$ cat config.mk
export PLATFORM = sky130hd
export DESIGN_NAME = brake_light_flash_sequencer_unit_flat
export DESIGN_NICKNAME = d
export VERILOG_FILES = /design/src/hdl/blfs_pkg.sv /design/src/hdl/blfs_if.sv /design/src/hdl/blfs_in_stage.sv /design/src/hdl/blfs_engine.sv /design/src/hdl/brake_light_flash_sequencer_unit.sv /design/src/flat_wrapper.sv
export SDC_FILE = /design/constraint.sdc
export NUM_CORES = 1
export LEC_CHECK = 0
export BUFFER_PORTS_ARGS = -buffer_cell sky130_fd_sc_hd__buf_2
export CAP_MARGIN = 20
export CORE_UTILIZATION = 64
export CTS_BUF_LIST = sky130_fd_sc_hd__clkbuf_8
export CTS_CLUSTER_DIAMETER = 150
export DETAILED_ROUTE_END_ITERATION = 8
export PLACE_DENSITY = 0.91
export SKIP_CTS_REPAIR_TIMING = 1
export SYNTH_ARGS = -nofsm -noshare
export SYNTH_HDL_FRONTEND = slang
export SYNTH_SLANG_ARGS = --single-unit
export TNS_END_PERCENT = 20
$ cat constraint.sdc
create_clock -name clk -period 5.3 [get_ports clk]
set_input_delay 1.59 -clock clk [delete_from_list [all_inputs] [get_ports clk]]
set_output_delay 1.59 -clock clk [all_outputs]
set_load 0.01 [all_outputs]
$ cat src/hdl/blfs_pkg.sv
// ----------------------------------------------------------------------------
// Brake light flash sequencer package
// Shared types, codes and the flash mode tables.
// ----------------------------------------------------------------------------
package blfs_pkg;

    localparam int unsigned LevelWidth = 8;
    localparam int unsigned ModeWidth  = 4;
    localparam int unsigned TickWidth  = 9;
    localparam int unsigned CountWidth = 6;
    localparam int unsigned CfgIdxWidth = 2;

    // Opcodes of an input item.
    localparam logic OpTick  = 1'b0;
    localparam logic OpStart = 1'b1;

    // Configuration register indexes.
    localparam logic [CfgIdxWidth-1:0] CfgMinLevel = 2'd0;
    localparam logic [CfgIdxWidth-1:0] CfgMaxLevel = 2'd1;
    localparam logic [CfgIdxWidth-1:0] CfgMaxMode  = 2'd2;

    localparam logic [LevelWidth-1:0] SolidLevel   = 8'd255;
    localparam logic [LevelWidth-1:0] MinLevelRst  = 8'd0;
    localparam logic [LevelWidth-1:0] MaxLevelRst  = 8'd255;
    localparam logic [ModeWidth-1:0]  MaxModeRst   = 4'd11;
    localparam logic [ModeWidth-1:0]  FirstFlash   = 4'd1;
    localparam logic [ModeWidth-1:0]  LastFlash    = 4'd10;
    localparam logic [ModeWidth-1:0]  RampMode     = 4'd11;
    localparam logic [CountWidth-1:0] RampCount    = 6'd8;

    typedef struct packed {
        logic opcode;
        logic button_pressed;
    } item_t;

    typedef struct packed {
        logic                   we;
        logic [CfgIdxWidth-1:0] index;
        logic [LevelWidth-1:0]  data;
    } cfg_wr_t;

    // Half-period in ms of each flash mode; zero for modes without flashing.
    function automatic logic [TickWidth-1:0] half_ms(input logic [ModeWidth-1:0] mode);
        logic [TickWidth-1:0] h;
        case (mode)
            4'd1, 4'd2:  h = 9'd333;
            4'd3, 4'd4:  h = 9'd166;
            4'd5, 4'd6:  h = 9'd83;
            4'd7, 4'd8:  h = 9'd55;
            4'd9, 4'd10: h = 9'd41;
            default:     h = 9'd0;
        endcase
        return h;
    endfunction

    // Number of flashes of each flash mode.
    function automatic logic [CountWidth-1:0] flash_cnt(input logic [ModeWidth-1:0] mode);
        logic [CountWidth-1:0] c;
        case (mode)
            4'd1:    c = 6'd3;
            4'd2:    c = 6'd8;
            4'd3:    c = 6'd6;
            4'd4:    c = 6'd15;
            4'd5:    c = 6'd12;
            4'd6:    c = 6'd30;
            4'd7:    c = 6'd18;
            4'd8:    c = 6'd45;
            4'd9:    c = 6'd24;
            4'd10:   c = 6'd60;
            default: c = 6'd0;
        endcase
        return c;
    endfunction

endpackage

$ cat src/hdl/blfs_if.sv
// ----------------------------------------------------------------------------
// Brake light flash sequencer channels
// Valid/ready channels for input items and result items.
// ----------------------------------------------------------------------------
interface blfs_in_if;
    logic valid;
    logic ready;
    logic opcode;
    logic button_pressed;

    modport source (output valid, output opcode, output button_pressed, input ready);
    modport sink   (input valid, input opcode, input button_pressed, output ready);
endinterface

interface blfs_out_if;
    logic                             valid;
    logic                             ready;
    logic [blfs_pkg::LevelWidth-1:0]  level;
    logic [blfs_pkg::ModeWidth-1:0]   active_mode;
    logic                             busy_res;

    modport source (output valid, output level, output active_mode, output busy_res,
                    input ready);
    modport sink   (input valid, input level, input active_mode, input busy_res,
                    output ready);
endinterface

$ cat src/hdl/blfs_in_stage.sv
// ----------------------------------------------------------------------------
// Brake light flash sequencer input register
// Registers each input item and passes it on when the engine takes it.
// ----------------------------------------------------------------------------
module blfs_in_stage (
    input  logic              clk,
    input  logic              rst_n,
    blfs_in_if.sink           in_ch,
    output blfs_pkg::item_t   item,
    output logic              item_valid,
    input  logic              item_ready
);

    logic            valid_reg;
    blfs_pkg::item_t item_reg;

    assign in_ch.ready = !valid_reg || item_ready;
    assign item        = item_reg;
    assign item_valid  = valid_reg;

    always_ff @(posedge clk or negedge rst_n)
    begin
        if (!rst_n)
        begin
            valid_reg <= 1'b0;
        end
        else if (in_ch.valid && in_ch.ready)
        begin
            valid_reg <= 1'b1;
        end
        else if (item_ready)
        begin
            valid_reg <= 1'b0;
        end
    end

    always_ff @(posedge clk)
    begin
        if (in_ch.valid && in_ch.ready)
        begin
            item_reg.opcode         <= in_ch.opcode;
            item_reg.button_pressed <= in_ch.button_pressed;
        end
    end

endmodule

$ cat src/hdl/blfs_engine.sv
// ----------------------------------------------------------------------------
// Brake light flash sequencer engine
// Pattern state, configuration registers and the result register.
// ----------------------------------------------------------------------------
module blfs_engine (
    input  logic              clk,
    input  logic              rst_n,
    input  blfs_pkg::item_t   item,
    input  logic              item_valid,
    output logic              item_ready,
    input  blfs_pkg::cfg_wr_t cfg,
    blfs_out_if.source        out_ch
);

    typedef enum logic [2:0] {
        PhIdle = 3'd0,
        PhLow  = 3'd1,
        PhHigh = 3'd2,
        PhTail = 3'd3,
        PhUp   = 3'd4,
        PhDown = 3'd5
    } phase_t;

    logic [blfs_pkg::LevelWidth-1:0] min_level_reg;
    logic [blfs_pkg::LevelWidth-1:0] max_level_reg;
    logic [blfs_pkg::ModeWidth-1:0]  max_mode_reg;

    phase_t                          phase_reg, phase_next;
    logic [blfs_pkg::ModeWidth-1:0]  mode_reg, mode_next;
    logic [blfs_pkg::TickWidth-1:0]  tick_reg, tick_next;
    logic [blfs_pkg::CountWidth-1:0] cycles_reg, cycles_next;
    logic [blfs_pkg::LevelWidth-1:0] ramp_reg, ramp_next;
    logic [blfs_pkg::LevelWidth-1:0] level_reg, level_next;

    logic                            res_valid_reg;
    logic [blfs_pkg::LevelWidth-1:0] res_level_reg;
    logic [blfs_pkg::ModeWidth-1:0]  res_mode_reg;
    logic                            res_busy_reg;

    logic                            fire;
    logic [blfs_pkg::ModeWidth:0]    mode_inc;
    logic [blfs_pkg::ModeWidth-1:0]  start_mode;
    logic [blfs_pkg::TickWidth:0]    tick_inc;
    logic [blfs_pkg::TickWidth-1:0]  half;
    logic [blfs_pkg::CountWidth-1:0] cycles_dec;
    logic                            ramp_ok;
    logic [blfs_pkg::LevelWidth:0]   ramp_inc;
    logic [blfs_pkg::LevelWidth:0]   min_inc;

    assign item_ready = !res_valid_reg || out_ch.ready;
    assign fire       = item_valid && item_ready;

    assign mode_inc   = {1'b0, mode_reg} + 5'd1;
    assign start_mode = !item.button_pressed ? mode_reg :
                        (mode_inc > {1'b0, max_mode_reg}) ? '0 :
                        mode_inc[blfs_pkg::ModeWidth-1:0];
    assign tick_inc   = {1'b0, tick_reg} + 10'd1;
    assign half       = blfs_pkg::half_ms(mode_reg);
    assign cycles_dec = (cycles_reg != '0) ? cycles_reg - 6'd1 : '0;
    assign ramp_ok    = min_level_reg < max_level_reg;
    assign ramp_inc   = {1'b0, ramp_reg} + 9'd1;
    assign min_inc    = {1'b0, min_level_reg} + 9'd1;

    always_comb
    begin
        phase_next  = phase_reg;
        mode_next   = mode_reg;
        tick_next   = tick_reg;
        cycles_next = cycles_reg;
        ramp_next   = ramp_reg;
        level_next  = level_reg;
        if (item.opcode == blfs_pkg::OpStart)
        begin
            mode_next = start_mode;
            tick_next = '0;
            if (start_mode >= blfs_pkg::FirstFlash && start_mode <= blfs_pkg::LastFlash)
            begin
                cycles_next = blfs_pkg::flash_cnt(start_mode);
                phase_next  = PhLow;
                level_next  = min_level_reg;
            end
            else if (start_mode == blfs_pkg::RampMode && ramp_ok)
            begin
                cycles_next = blfs_pkg::RampCount;
                phase_next  = PhUp;
                ramp_next   = min_level_reg;
                level_next  = min_level_reg;
            end
            else
            begin
                phase_next  = PhIdle;
                cycles_next = '0;
                level_next  = blfs_pkg::SolidLevel;
            end
        end
        else
        begin
            case (phase_reg)
                PhLow, PhHigh, PhTail:
                begin
                    if (tick_inc < {1'b0, half})
                    begin
                        tick_next = tick_inc[blfs_pkg::TickWidth-1:0];
                    end
                    else
                    begin
                        tick_next = '0;
                        if (phase_reg == PhLow)
                        begin
                            phase_next = PhHigh;
                            level_next = max_level_reg;
                        end
                        else if (phase_reg == PhHigh)
                        begin
                            cycles_next = cycles_dec;
                            level_next  = (cycles_dec != '0) ? min_level_reg : max_level_reg;
                            phase_next  = (cycles_dec != '0) ? PhLow : PhTail;
                        end
                        else
                        begin
                            phase_next  = PhIdle;
                            cycles_next = '0;
                            level_next  = blfs_pkg::SolidLevel;
                        end
                    end
                end
                PhUp, PhDown:
                begin
                    if (phase_reg == PhUp && ramp_inc < {1'b0, max_level_reg})
                    begin
                        ramp_next  = ramp_inc[blfs_pkg::LevelWidth-1:0];
                        level_next = ramp_inc[blfs_pkg::LevelWidth-1:0];
                    end
                    else if (phase_reg == PhUp && ramp_ok)
                    begin
                        phase_next = PhDown;
                        ramp_next  = max_level_reg;
                        level_next = max_level_reg;
                    end
                    else if (phase_reg == PhDown && {1'b0, ramp_reg} > min_inc)
                    begin
                        ramp_next  = ramp_reg - 8'd1;
                        level_next = ramp_reg - 8'd1;
                    end
                    else if (cycles_dec != '0 && ramp_ok)
                    begin
                        // One ramp done; the next one starts from the floor.
                        cycles_next = cycles_dec;
                        phase_next  = PhUp;
                        ramp_next   = min_level_reg;
                        level_next  = min_level_reg;
                    end
                    else
                    begin
                        phase_next  = PhIdle;
                        tick_next   = '0;
                        cycles_next = '0;
                        level_next  = blfs_pkg::SolidLevel;
                    end
                end
                default:
                begin
                    phase_next = phase_reg;
                end
            endcase
        end
    end

    always_ff @(posedge clk or negedge rst_n)
    begin
        if (!rst_n)
        begin
            min_level_reg <= blfs_pkg::MinLevelRst;
            max_level_reg <= blfs_pkg::MaxLevelRst;
            max_mode_reg  <= blfs_pkg::MaxModeRst;
            phase_reg     <= PhIdle;
            mode_reg      <= '0;
            tick_reg      <= '0;
            cycles_reg    <= '0;
            ramp_reg      <= '0;
            level_reg     <= '0;
            res_valid_reg <= 1'b0;
            res_level_reg <= '0;
            res_mode_reg  <= '0;
            res_busy_reg  <= 1'b0;
        end
        else
        begin
            if (cfg.we)
            begin
                case (cfg.index)
                    blfs_pkg::CfgMinLevel: min_level_reg <= cfg.data;
                    blfs_pkg::CfgMaxLevel: max_level_reg <= cfg.data;
                    blfs_pkg::CfgMaxMode:  max_mode_reg  <= cfg.data[blfs_pkg::ModeWidth-1:0];
                    default:               max_mode_reg  <= max_mode_reg;
                endcase
            end
            if (fire)
            begin
                phase_reg     <= phase_next;
                mode_reg      <= mode_next;
                tick_reg      <= tick_next;
                cycles_reg    <= cycles_next;
                ramp_reg      <= ramp_next;
                level_reg     <= level_next;
                res_valid_reg <= 1'b1;
                res_level_reg <= level_next;
                res_mode_reg  <= mode_next;
                res_busy_reg  <= (phase_next != PhIdle);
            end
            else if (out_ch.ready)
            begin
                res_valid_reg <= 1'b0;
            end
        end
    end

    assign out_ch.valid       = res_valid_reg;
    assign out_ch.level       = res_level_reg;
    assign out_ch.active_mode = res_mode_reg;
    assign out_ch.busy_res    = res_busy_reg;

`ifndef ASSERT_OFF
    // A busy result can only come from a flash mode or the ramp mode.
    assert property (@(posedge clk) disable iff (!rst_n)
        (res_valid_reg && res_busy_reg) |->
        (res_mode_reg >= blfs_pkg::FirstFlash && res_mode_reg <= blfs_pkg::RampMode))
        else $error("busy result with a bypass mode");

    // The cycle counter is always cleared once a pattern is over.
    assert property (@(posedge clk) disable iff (!rst_n)
        (phase_reg == PhIdle) |-> (cycles_reg == '0))
        else $error("cycles left while idle");

    // During a flash the tick counter stays below the mode's half-period.
    assert property (@(posedge clk) disable iff (!rst_n)
        (phase_reg == PhLow || phase_reg == PhHigh || phase_reg == PhTail) |->
        (tick_reg < half && half != '0))
        else $error("tick counter out of range during a flash");

    // A tick while idle repeats the held level.
    assert property (@(posedge clk) disable iff (!rst_n)
        (fire && item.opcode == blfs_pkg::OpTick && phase_reg == PhIdle) |=>
        (res_level_reg == $past(level_reg) && $stable(level_reg)))
        else $error("idle tick changed the level");
`endif

endmodule

$ cat src/hdl/brake_light_flash_sequencer_unit.sv
// ----------------------------------------------------------------------------
// Brake light flash sequencer
// Turns start events and millisecond ticks into lamp brightness levels.
// ----------------------------------------------------------------------------
// Each input item gives exactly one result item. An item is taken into an
// input register, then the engine updates the pattern state in a single step
// and loads the result register. One item is accepted per clock for as long
// as results are taken. The rate is set by the single-step state update in
// the engine.
// Configuration writes take effect at the next clock edge.
module brake_light_flash_sequencer_unit (
    input  logic                                clk,
    input  logic                                rst_n,
    blfs_in_if.sink                             in_ch,
    blfs_out_if.source                          out_ch,
    input  logic                                cfg_we,
    input  logic [blfs_pkg::CfgIdxWidth-1:0]    cfg_index,
    input  logic [blfs_pkg::LevelWidth-1:0]     cfg_data
);

    blfs_pkg::item_t   item;
    logic              item_valid;
    logic              item_ready;
    blfs_pkg::cfg_wr_t cfg;

    assign cfg.we    = cfg_we;
    assign cfg.index = cfg_index;
    assign cfg.data  = cfg_data;

    blfs_in_stage u_in_stage (
        .clk        (clk),
        .rst_n      (rst_n),
        .in_ch      (in_ch),
        .item       (item),
        .item_valid (item_valid),
        .item_ready (item_ready)
    );

    blfs_engine u_engine (
        .clk        (clk),
        .rst_n      (rst_n),
        .item       (item),
        .item_valid (item_valid),
        .item_ready (item_ready),
        .cfg        (cfg),
        .out_ch     (out_ch)
    );

endmodule
$ cat src/flat_wrapper.sv
// flat-port wrapper written by rule: the top's interface ports become plain ports
module brake_light_flash_sequencer_unit_flat 
  (clk, rst_n, cfg_we, cfg_index, cfg_data, in_ch_valid, in_ch_opcode, in_ch_button_pressed, in_ch_ready, out_ch_valid, out_ch_level, out_ch_active_mode, out_ch_busy_res, out_ch_ready);
  blfs_in_if in_ch_i ();
  blfs_out_if out_ch_i ();
  input  logic clk;
  input  logic rst_n;
  input  logic cfg_we;
  input  logic [blfs_pkg::CfgIdxWidth-1:0] cfg_index;
  input  logic [blfs_pkg::LevelWidth-1:0] cfg_data;
  input wire logic [$bits(in_ch_i.valid)-1:0] in_ch_valid;
  input wire logic [$bits(in_ch_i.opcode)-1:0] in_ch_opcode;
  input wire logic [$bits(in_ch_i.button_pressed)-1:0] in_ch_button_pressed;
  output wire logic [$bits(in_ch_i.ready)-1:0] in_ch_ready;
  output wire logic [$bits(out_ch_i.valid)-1:0] out_ch_valid;
  output wire logic [$bits(out_ch_i.level)-1:0] out_ch_level;
  output wire logic [$bits(out_ch_i.active_mode)-1:0] out_ch_active_mode;
  output wire logic [$bits(out_ch_i.busy_res)-1:0] out_ch_busy_res;
  input wire logic [$bits(out_ch_i.ready)-1:0] out_ch_ready;
  assign in_ch_i.valid = in_ch_valid;
  assign in_ch_i.opcode = in_ch_opcode;
  assign in_ch_i.button_pressed = in_ch_button_pressed;
  assign in_ch_ready = in_ch_i.ready;
  assign out_ch_valid = out_ch_i.valid;
  assign out_ch_level = out_ch_i.level;
  assign out_ch_active_mode = out_ch_i.active_mode;
  assign out_ch_busy_res = out_ch_i.busy_res;
  assign out_ch_i.ready = out_ch_ready;
  brake_light_flash_sequencer_unit u_core (.clk(clk), .rst_n(rst_n), .in_ch(in_ch_i), .out_ch(out_ch_i), .cfg_we(cfg_we), .cfg_index(cfg_index), .cfg_data(cfg_data));
endmodule
---- Word level (Yosys, flattened, before mapping) ----
Memory sizes are Yosys's and may differ from the RTL's.
Cells that the tools add are included.
operators by class
  add/subtract/negate cells ............... 6
  magnitude comparators ................... 7
  eq/ne operators ......................... 16
  mux-type cells .......................... 58
  reduce and logical (&&, ||, !) cells .... 31
operators by type and width
  cell                                               count
  two-way mux 8 bit                                  19
  two-way mux 6 bit                                  10
  two-way mux 9 bit                                  6
  two-way mux 3 bit                                  8
  adder 8 x 1 -> 9 bit (second input constant)       2
  != test 3 x 2 -> 1 bit (second input constant)     6
  one-hot mux 9 bit (2 select lines)                 1
  two-way mux 4 bit                                  4
  one-hot mux 8 bit (2 select lines)                 1
  one-hot mux 6 bit (2 select lines)                 1
  nonzero test 6 bit                                 2
  adder 9 x 1 -> 10 bit (second input constant)      1
  less-than comparator 10 x 9 -> 1 bit               1
  > comparator 8 x 9 -> 1 bit                        1
  less-than comparator 9 x 8 -> 1 bit                1
  logical AND 1 bit                                  8
  less-than comparator 8 bit                         1
  AND reduction 2 bit                                4
  subtractor 8 x 1 -> 8 bit (second input constant)  1
  AND reduction 7 bit                                1
  == test 3 x 2 -> 1 bit (second input constant)     2
  == test 3 bit (second input constant)              2
  two-way mux 2 bit                                  3
  one-hot mux 3 bit (2 select lines)                 1
  other kinds (22)                                   31
word-level totals
  flip-flop bits (word level) ............. 63
  memory bits (read-only) ................. 240
  input bits .............................. 17
  output and inout port bits .............. 15
  word-level logic and storage cells ...... 134
  memories ................................ 2
memory list
  memory           depth  bits a word  rd ports  clocked after Yosys merged registers in  wr ports  line            RTL
  (no name shown)  16     9            1         0                                        0         blfs_pkg.sv:45  case (mode)
  (no name shown)  16     6            1         0                                        0         blfs_pkg.sv:59  case (mode)

---- Logic depth before layout (Yosys ltp) ----
Gate-level depths: netlist of the first run.
  word-level depth ........................ 11
  depth in mapped cells ................... 15
  mapped depth without buffers ............ 15

---- Cells and area by module ----
Synthesis of the first run repeated with hierarchy kept, for this count alone.
second synthesis, totals
  cells, all modules ...................... 631
  area, all modules ....................... 5441.5 um^2
modules (own cells, without submodules)
  module         instances  cells an instance  area each (um^2)  sequential area each (um^2)
  blfs_engine    1          625                5327.6            1515.2
  blfs_in_stage  1          6                  113.9             85.1

---- Worst setup path after synthesis of the first run ----
No wires, ideal clock.
  kind .................................... register to register
  from .................................... register, netlist name u_core.u_engine.out_ch.active_mode[2]
  to ...................................... register u_core.u_engine.res_busy_reg (netlist: u_core.u_engine.out_ch.busy_res)
  setup time .............................. 0.129 ns
  arrival ................................. 3.766 ns
  data required time ...................... 5.171 ns
  path slack .............................. 1.405 ns
  stages on the path, launching flop included .. 16
  path buffers ............................ 2
  period minus slack after synthesis ...... 3.895 ns
  cells stage by stage .................... dfrtp_1 -> clkbuf_1 -> inv_1 -> ha_1 -> ha_1 -> or3_1 -> o221ai_2 -> a41o_1 -> buf_2 -> inv_1 -> ha_1 -> nand2b_1 -> o21a_1 -> o21ai_0 -> o2111ai_1 -> o41a_1
RTL lines
  item                    line                RTL
  end signal: assignment  blfs_engine.sv:209  res_busy_reg <= (phase_next != PhIdle);
  end: declaration        blfs_engine.sv:38   logic res_busy_reg;

==> flow_summary.toml, run 1 <==
[run_status]
run_status = "complete, no violations"

[synthesis]
syn_nets = 702
async_reset_ff_share_pct = 96.8
synthFlopType = "dfrtp_1"
synthMuxAreaShare_pct = 6.70
synth-xor-area-share_pct = 4.31
avgSynthCellArea_sq_um = 8.65
syn_area_sq_mm = 0.00549
synth_edf_count = 2
ys_warn_count = 0
synth_top_family_by_area = "compound AO/OA/AOI/OAI gates"
synthAdderAreaFrac_pct = 11.4
yosys.area_share.simple_pct = 18.4
syn_inst = 635
synth-seq-cells = 63
synth.distinct_cells = 74
synth_compound_area_share_pct = 24.5
ys_seq_area_share_pct = 29.1

[timing]
finalCriticalPeriod_ns = 4.47
hold_violations = 0
rsz0062_at_grt = "no"
final.setup.tns_ns = 0
timing.hold.ws_ns = 0.528
worstMarginPinSlew_ns = 1.02
slew_violations = 0
relSlewSlack_pct = 31.8
max_freq_mhz = 223
fin_skew_ns = 0.0134
post-route-period-util_pct = 84.4
setup_viol_count_final = 0

[worst_hold_path]
min_path_cells = 1
hold_start = "u_core.u_in_stage.item_valid"
holdCritPathClass = "reg2reg"
min_to = "u_core.u_engine.out_ch.valid"

[detailed_routing]
drt.antenna.violating_nets = 0
drt-initial-drc-count = 619
firstDrtPassIters = 5
wl_per_cell_um = 19.7
remaining_drc_errors = 0
viasPerCell = 6.82
wirelength_um = 14900
vias = 5146

[clock_network]
clock_tree.buffer_depth = 2
htreeDepth = 3
insertion_delay_ns = 0.36
cts-buffers-inserted = 9
path_clk_slew_ns = 0.08
cts_root_buf = "clkbuf_8"
cts_tree = "yes"
cts_sinks = 63

[grt]
grt_pass1_wl_um = 24600
grt_max_degree = 62
groute.usage.overall_pct = 35.8
grt_overflow = 0
grt.busiest_layer = "met2"
met1_usage_pct = 48.2
antenna_found_initial = 0
grt_use_met3_pct = 6.12
grt_pass1_vias = 4986
use_met2_pct = 56.4

[power_and_ir_drop]
p_clk_share_pct = 16.9
power_frac_seq_pct = 29.8
vdd_drop_max_mv = 0.360
power.total_mw = 2.80
p_sw_mw = 1.30
p_leak_nw = 2.56
p_int_mw = 1.50
p_sw_share_pct = 46.3
p_per_area_mw_per_mm2 = 477
combinationalPowerShare_pct = 53.3

[setup_path]
path_cells = "ha_1 > inv_1 > ha_1 > ha_1 > or3_1 > o221ai_2 > a41o_1 > inv_1 > ha_1 > nand2b_1 > o21a_1 > o21ai_0 > o2111ai_1 > o41a_1"
rr_worst_depth = 14
start_kind = "flip-flop"
setup.worst_path.end_class = "flip-flop"
arrival_ns = 4.72
path_common_cell = "ha_1"
cp.required_ns = 5.55
cp_slowest_cell = "dfrtp_1"
crit_fanout = 10
r2r_end = "u_core.u_engine.out_ch.busy_res"
reg2reg_setup_slack_ns = 0.83
critPathKind = "reg2reg"
cp_slowest_stage_delay_ns = 0.47
r2r-start = "u_core.u_engine.out_ch.active_mode[0]"

[cells_and_area]
layout.cells.most_common_list = "ha_1, dfrtp_1, nand2_1, inv_1, nor2_1"
syn2layout_area_growth_pct = 6.91
antenna_cells = 0
final_layout_size_suffix_gt1_share_pct = 16.2
largest_register_ff_count = 9
nNetsFinal = 711

[run]
cap_viol_max_count = 0

[floorplan]
pin_count = 32
die_w_um = 94.6
row_count = 33
die_h_um = 94.6
start_util_pct = 66.5
core-area_sq_mm = 0.00826
dieArea_sq_mm = 0.00895

[placement]
hpwlAfterDp_um = 11000
numPortBuffers = 31
gp_congestion = 1.02
## synthesized netlist by cell type (7+ instances only)
library cell / number / share of area [%]
nand4_1: 11 / 1.3
dfrtp_1: 50 / 23
nor2_1: 38 / 2.6
nand2b_1: 18 / 2.1
nand3_1: 23 / 2.1
mux2_2: 26 / 5.3
nand2_1: 45 / 3.1
o21ai_0: 24 / 2.2
xnor2_1: 18 / 2.9
ha_1: 50 / 11
xor2_1: 9 / 1.4
a31oi_1: 13 / 1.5
clkbuf_1: 29 / 2.0
o22ai_1: 19 / 2.2
o211ai_1: 12 / 1.6
nor3_1: 21 / 1.9
o21a_1: 11 / 1.5
or3_1: 7 / 0.80
inv_1: 40 / 2.7
dfstp_2: 11 / 5.3
a21oi_1: 35 / 3.2
## worst max-delay path: cells and delay by family (launching register included)
kind / cells / cell delay [ns]
compound gates: 6 / 1.96
buf+inv: 2 / 0.28
fa+ha+maj: 4 / 1.07
simple gates: 2 / 0.58
flops: 1 / 0.47
## area by class of cell
cell class                      count  area [sq um]
Clock inverter                      7          88.8
Sequential cell                    63          1600
Tap cell                          105           131
Timing Repair Buffer               36           193
Fill cell                         625          2390
Inverter                           40           150
Multi-Input combinational cell    494          3580
Clock buffer                        9           124
## logic make-up (layout without fill, tap and decap cells)
family	count (synthesis)	count (layout)
AOI/OAI and AO/OA	187	187
xor gates and xnor gates	27	27
adders and majority gates	50	50
buffers and inverters	78	92
DFF	63	63
muxes	33	33
and+or+nand+nor	197	197
## metal layers
metal  wire, um  vias to the layer above
li1           -                     2383
met1       6180                     2405
met2       6840                      308
met3       1390                       50
met4        449                        0
met5          0                        -
## how the worst max path moves through the flow
stage | slack (ns) | startpoint | depth (start not counted) | endpoint
floorplan | 1.40 | u_core.u_engine.out_ch.active_mode[2] | 15 | u_core.u_engine.out_ch.busy_res
global placement | 1.27 | u_core.u_engine.out_ch.active_mode[0] | 14 | u_core.u_engine.out_ch.busy_res
detailed placement | 0.99 | u_core.u_engine.out_ch.active_mode[0] | 14 | u_core.u_engine.out_ch.busy_res
CTS | 0.89 | u_core.u_engine.out_ch.active_mode[0] | 14 | u_core.u_engine.out_ch.busy_res
global route | 0.57 | u_core.u_engine.out_ch.active_mode[0] | 14 | u_core.u_engine.out_ch.busy_res
finish | 0.83 | u_core.u_engine.out_ch.active_mode[0] | 14 | u_core.u_engine.out_ch.busy_res
## power by group through the flow
stage,Combinational (mW),Sequential (mW),Clock [mW]
4_1_cts,1.46,0.822,0.469
3_5_place_dp,1.43,0.831,0
3_3_place_gp,1.35,0.821,0
6_report,1.49,0.835,0.473
5_1_grt,1.65,0.851,0.490
2_1_floorplan,1.16,0.731,0
## stage by stage
| stage | instances | util [%] | area, sq um | setup WS [ns] |
|---|---|---|---|---|
| after floorplan | 635 | - | 5490 | 1.40 |
| after global placement | 738 | 68.5 | 5660 | 1.27 |
| after detailed placement | 738 | 68.5 | 5660 | 0.985 |
| after CTS | 754 | 71.1 | 5870 | 0.893 |
| after global routing | 754 | 71.1 | 5870 | 0.572 |
| final | 754 | 71.1 | 5870 | 0.826 |
Power figures use the tool's default switching activity.
==> inputs of run 2 (changes only) <==
CORE_UTILIZATION = 58   (was 64)
PLACE_DENSITY = 0.87   (was 0.91)
clock period = 4.1 ns   (was 5.3 ns; I/O delays follow)
==> run 2 against run 1 <==
Non-clock buffer count rose by 17. Clock skew increased by 0.0040 ns. Sequential power increased by 23%. Sequential share of layout area decreased by 0.66 points. Final cell count increased by 3.1%. Hold slack better by 0.0014 ns. Die area is 10% higher. Combinational power up 34%. Cell area is 2.5% higher. Critical path depth rose by 1. Clock power is 35% higher. Sequential cell count unchanged. Critical path type unchanged. Largest cell class unchanged.
==> flow_summary.toml, run 2 (synthesis results as in run 1) <==
[clock_network]
cts-buffers-inserted = 9
htreeDepth = 3
cts_root_buf = "clkbuf_8"
cts_sinks = 63
insertion_delay_ns = 0.37
path_clk_slew_ns = 0.08
clock_tree.buffer_depth = 2
cts_tree = "yes"

[detailed_routing]
drt-initial-drc-count = 494
vias = 5129
top_layer = "met4"
drt.antenna.violating_nets = 0
viasPerCell = 6.60
wirelength_um = 15200
wl_per_cell_um = 19.6
wl_met3_um = 1330
dr_wl_met2_um = 6960
remaining_drc_errors = 0
drt-met1-wl_um = 6540
firstDrtPassIters = 5

[placement]
numPortBuffers = 31
hpwlAfterDp_um = 11500
gp_congestion = 1.02
post_dp_cell_area_sq_mm = 0.00579

[cells_and_area]
seq_area_sq_mm = 0.00160
postLayoutCellArea_sq_mm = 0.00602
multi_input_area_sq_mm = 0.00359
nFillCells = 755
syn2layout_area_growth_pct = 9.57
final_layout_size_suffix_gt1_share_pct = 18.6
antenna_cells = 0
largest_register_ff_count = 9
layout.cells.most_common_list = "ha_1, dfrtp_1, nand2_1, inv_1, nor2_1"
nNetsFinal = 728

[floorplan]
core-area_sq_mm = 0.00920
dieArea_sq_mm = 0.00986
die_h_um = 99.3
row_count = 35
die_w_um = 99.3
start_util_pct = 59.7
pin_count = 32

[grt]
grt_pass1_vias = 4969
grt_max_degree = 32
groute.usage.overall_pct = 32.6
grt_overflow = 0
grt_pass1_wl_um = 25200
antenna_found_initial = 0

[setup_path]
path_cells = "ha_1 > inv_1 > ha_1 > ha_1 > or3_1 > o221ai_2 > nand4_1 > o21ai_0 > buf_4 > ha_1 > o211ai_1 > nor3_1 > and2_1 > o21ai_4 > mux2_2"
path_common_cell = "ha_1"
setup.worst_path.end_class = "flip-flop"
start_kind = "flip-flop"
cp.required_ns = 4.34
critPathBufInv = 2
critPathTopFamily = "simple AND/OR/NAND/NOR gates"
crit_fanout = 9
cp_slowest_cell = "dfrtp_1"
arrival_ns = 4.08
cp_slowest_stage_delay_ns = 0.47
critPathKind = "reg2reg"

[power_and_ir_drop]
vdd_drop_max_mv = 0.342
p_leak_nw = 2.65
p_per_area_mw_per_mm2 = 609

[timing]
setup_viol_count_final = 0
post-route-period-util_pct = 93.7
rsz0062_at_grt = "no"
worstMarginPinSlew_ns = 0.997
fin_skew_ns = 0.0174
relSlewSlack_pct = 33.5
final.setup.tns_ns = 0
hold_violations = 0
finalCriticalPeriod_ns = 3.84
slew_violations = 0
max_freq_mhz = 260

[run_status]
run_status = "complete, no violations"

[worst_hold_path]
holdCritPathClass = "reg2reg"

[run]
cap_viol_max_count = 0
## run 2: worst paths after layout
| path | from | endpoint | slack [ns] | depth (start not counted) |
|---|---|---|---|---|
| worst max register to register | u_core.u_engine.out_ch.active_mode[0] | u_core.u_engine.ramp_reg[3] | 0.26 | 15 |
| worst max-delay path | u_core.u_engine.out_ch.active_mode[0] | u_core.u_engine.ramp_reg[3] | 0.26 | 15 |
| max in group asynchronous | rst_n | u_core.u_engine.max_level_reg[1] | 2.40 | 2 |
| min in group asynchronous | rst_n | u_core.u_engine.ramp_reg[7] | 0.90 | 1 |
| worst min register to register | u_core.u_in_stage.item_valid | u_core.u_engine.out_ch.valid | 0.53 | 1 |
| worst min-delay path | u_core.u_in_stage.item_valid | u_core.u_engine.out_ch.valid | 0.53 | 1 |
## run 2: worst register-to-register path, stage by stage (launching register included)
cell      delay, ns
dfrtp_1        0.47
ha_1           0.27
inv_1          0.08
ha_1           0.32
ha_1           0.20
or3_1          0.38
o221ai_2       0.24
nand4_1        0.13
o21ai_0        0.13
buf_4          0.19
ha_1           0.17
o211ai_1       0.15
nor3_1         0.23
and2_1         0.25
o21ai_4        0.15
mux2_2         0.33
## run 2: final cells by class
| class | count | area share [%] |
|---|---|---|
| multi-input cells | 494 | 59.6 |
| clock buffers | 9 | 2.06 |
| flip-flops and latches | 63 | 26.6 |
| repair buffers | 53 | 5.32 |
| well taps | 111 | 2.31 |
| inverters | 40 | 2.50 |
| clock inverters | 7 | 1.60 |
## run 2: power by group
group / switching, mW / internal [mW]
sequential: 0.237 / 0.795
clock: 0.293 / 0.344
combinational: 1.14 / 0.853
## run 2: layer usage
layer  vias to the layer above  track usage (%)
met1                      2436             43.8
li1                       2414                -
met5                         -                0
met4                         0             12.0
met3                        42             7.24
met2                       237             51.7
## run 2: stage by stage
step / hold slack (ns) / power [mW] / worst slack [ns] / std cells / utilization (%)
4_1_cts: 0.530 / 3.62 / 0.234 / 777 / 65.4
6_report: 0.529 / 3.66 / 0.260 / 777 / 65.4
2_1_floorplan: 0.471 / 2.45 / 0.205 / 635 / -
5_1_grt: 0.545 / 3.94 / 0.0148 / 777 / 65.4
3_3_place_gp: 0.495 / 2.89 / 0.413 / 761 / 63.0
3_5_place_dp: 0.511 / 2.98 / 0.247 / 761 / 63.0
==> inputs of run 3 (changes only) <==
CORE_UTILIZATION = 69   (was 58)
PLACE_DENSITY = 0.95   (was 0.87)
clock period = 4.9 ns   (was 4.1 ns; I/O delays follow)
==> run 3 against run 2 <==
Cell area down 2.4%. Critical path type unchanged. Critical path depth down 1. Sequential cell count unchanged. Total power down 17%. Via count up 2.1%. First-iteration DRC count up 50%. Clock power down 18%. Sequential share of layout area up 0.64 points. Wire length down 0.99%. Largest power group unchanged.
==> flow_summary.toml, run 3 (synthesis results as in run 1) <==
[floorplan]
start_util_pct = 71.0
pin_count = 32
die_w_um = 91.2
row_count = 32
die_h_um = 91.2
core-area_sq_mm = 0.00773
dieArea_sq_mm = 0.00832

[timing]
finalCriticalPeriod_ns = 4.52
rsz0062_at_grt = "no"
slew_violations = 0
setup_viol_count_final = 0
relSlewSlack_pct = 31.0
fin_ws_ns = 0.384
max_freq_mhz = 221
post-route-period-util_pct = 92.2
worstMarginPinSlew_ns = 1.03
hold_violations = 0
final.setup.tns_ns = 0
fin_skew_ns = 0.0108

[setup_path]
cp.required_ns = 5.14
setup.worst_path.start = "u_core.u_engine.out_ch.active_mode[0]"
crit_fanout = 10
arrival_ns = 4.76
start_kind = "flip-flop"
r2r-start = "u_core.u_engine.out_ch.active_mode[0]"
setup.worst_path.end_class = "flip-flop"
critPathKind = "reg2reg"

[grt]
met1_usage_pct = 50.2
antenna_found_initial = 0
grt_pass1_wl_um = 24800
grt_pass1_vias = 4986
groute.usage.overall_pct = 37.9
grt_max_degree = 36
grt.busiest_layer = "met2"
grt_overflow = 0
grt_use_met3_pct = 9.05
use_met2_pct = 60.5

[detailed_routing]
vias = 5237
remaining_drc_errors = 0
viasPerCell = 6.97
wirelength_um = 15100
drt-initial-drc-count = 742
firstDrtPassIters = 6
wl_per_cell_um = 20.1
drt.antenna.violating_nets = 0

[run]
cap_viol_max_count = 0

[clock_network]
htreeDepth = 3
cts_root_buf = "clkbuf_8"
insertion_delay_ns = 0.36
cts_sinks = 63
clock_tree.buffer_depth = 2
path_clk_slew_ns = 0.08
cts-buffers-inserted = 9
cts_tree = "yes"

[placement]
numPortBuffers = 31
gp_congestion = 0.964
hpwlAfterDp_um = 11000
place_ws_ns = 0.586

[cells_and_area]
syn2layout_area_growth_pct = 7.00
antenna_cells = 0
seq_area_sq_mm = 0.00160
final_layout_size_suffix_gt1_share_pct = 16.3
layout.cells.most_common_list = "ha_1, dfrtp_1, nand2_1, inv_1, nor2_1"
multi_input_area_sq_mm = 0.00358
nNetsFinal = 711
nFillCells = 520
largest_register_ff_count = 9

[worst_hold_path]
hold_start = "u_core.u_in_stage.item_valid"
holdCritPathClass = "reg2reg"

[power_and_ir_drop]
vdd_drop_max_mv = 0.410
p_leak_nw = 2.56
p_per_area_mw_per_mm2 = 519
power.total_mw = 3.05

[run_status]
run_status = "complete, no violations"
==> run 3: cell count changes in the layout (fill, tap and decap cells not counted) <==
cell,delta
buf_4,-17
clkinv_2,-1
clkinvlp_4,+2
inv_6,-1
o21ai_0,+1
o21ai_1,-1
o21bai_1,+1
o21bai_2,-1
==> run 3: through the flow <==
step                util, %  instances  instance area [sq um]  hold WS, ns
floorplan                 -        635                   5490        0.471
global placement       73.2        735                   5650        0.500
detailed placement     73.2        735                   5650        0.503
CTS                    76.0        751                   5870        0.529
global route           76.0        751                   5870        0.562
finish                 76.0        751                   5870        0.531
==> run 3: layout make-up <==
cell class                      instances  share of cell area [%]
Timing Repair Buffer                   36                    3.28
Sequential cell                        63                    27.2
Clock buffer                            9                    2.11
Tap cell                              102                    2.17
Clock inverter                          7                    1.66
Multi-Input combinational cell        494                    61.0
Inverter                               40                    2.56
==> run 3: worst max-delay path, stage by stage (launching register included) <==
cell and delay, ns:
dfrtp_1 0.49, ha_1 0.28, inv_1 0.08, ha_1 0.34, ha_1 0.22, or3_1 0.39
o221ai_2 0.24, a41o_1 0.42, inv_1 0.19, ha_1 0.26, nand2b_1 0.19, o21a_1 0.22
o21ai_0 0.44, o2111ai_1 0.23, o41a_1 0.40
==> run 3: report_power, final <==
| part | switching, mW | internal (mW) | leakage, nW |
|---|---|---|---|
| sequential | 0.245 | 0.665 | 0.764 |
| combinational | 0.944 | 0.671 | 1.69 |
| clock | 0.236 | 0.287 | 0.105 |
==> run 3: worst paths after layout <==
| check | slack, ns | endpoint | cells past startpoint |
|---|---|---|---|
| max | 0.38 | u_core.u_engine.out_ch.busy_res | 14 |
| min | 0.53 | u_core.u_engine.out_ch.valid | 1 |
| max reg2reg | 0.38 | u_core.u_engine.out_ch.busy_res | 14 |
| min reg2reg | 0.53 | u_core.u_engine.out_ch.valid | 1 |
| max in group asynchronous | 2.85 | u_core.u_engine.max_mode_reg[1] | 2 |
| min in group asynchronous | 1.13 | u_core.u_engine.ramp_reg[5] | 1 |
==> run 3: per-layer routing <==
| metal | wire, um | vias up | share of wire [%] |
|---|---|---|---|
| met4 | 477 | 0 | 3.2 |
| li1 | - | 2374 | - |
| met3 | 1640 | 61 | 11 |
| met2 | 6890 | 359 | 46 |
| met5 | 0 | - | 0 |
| met1 | 6060 | 2443 | 40 |
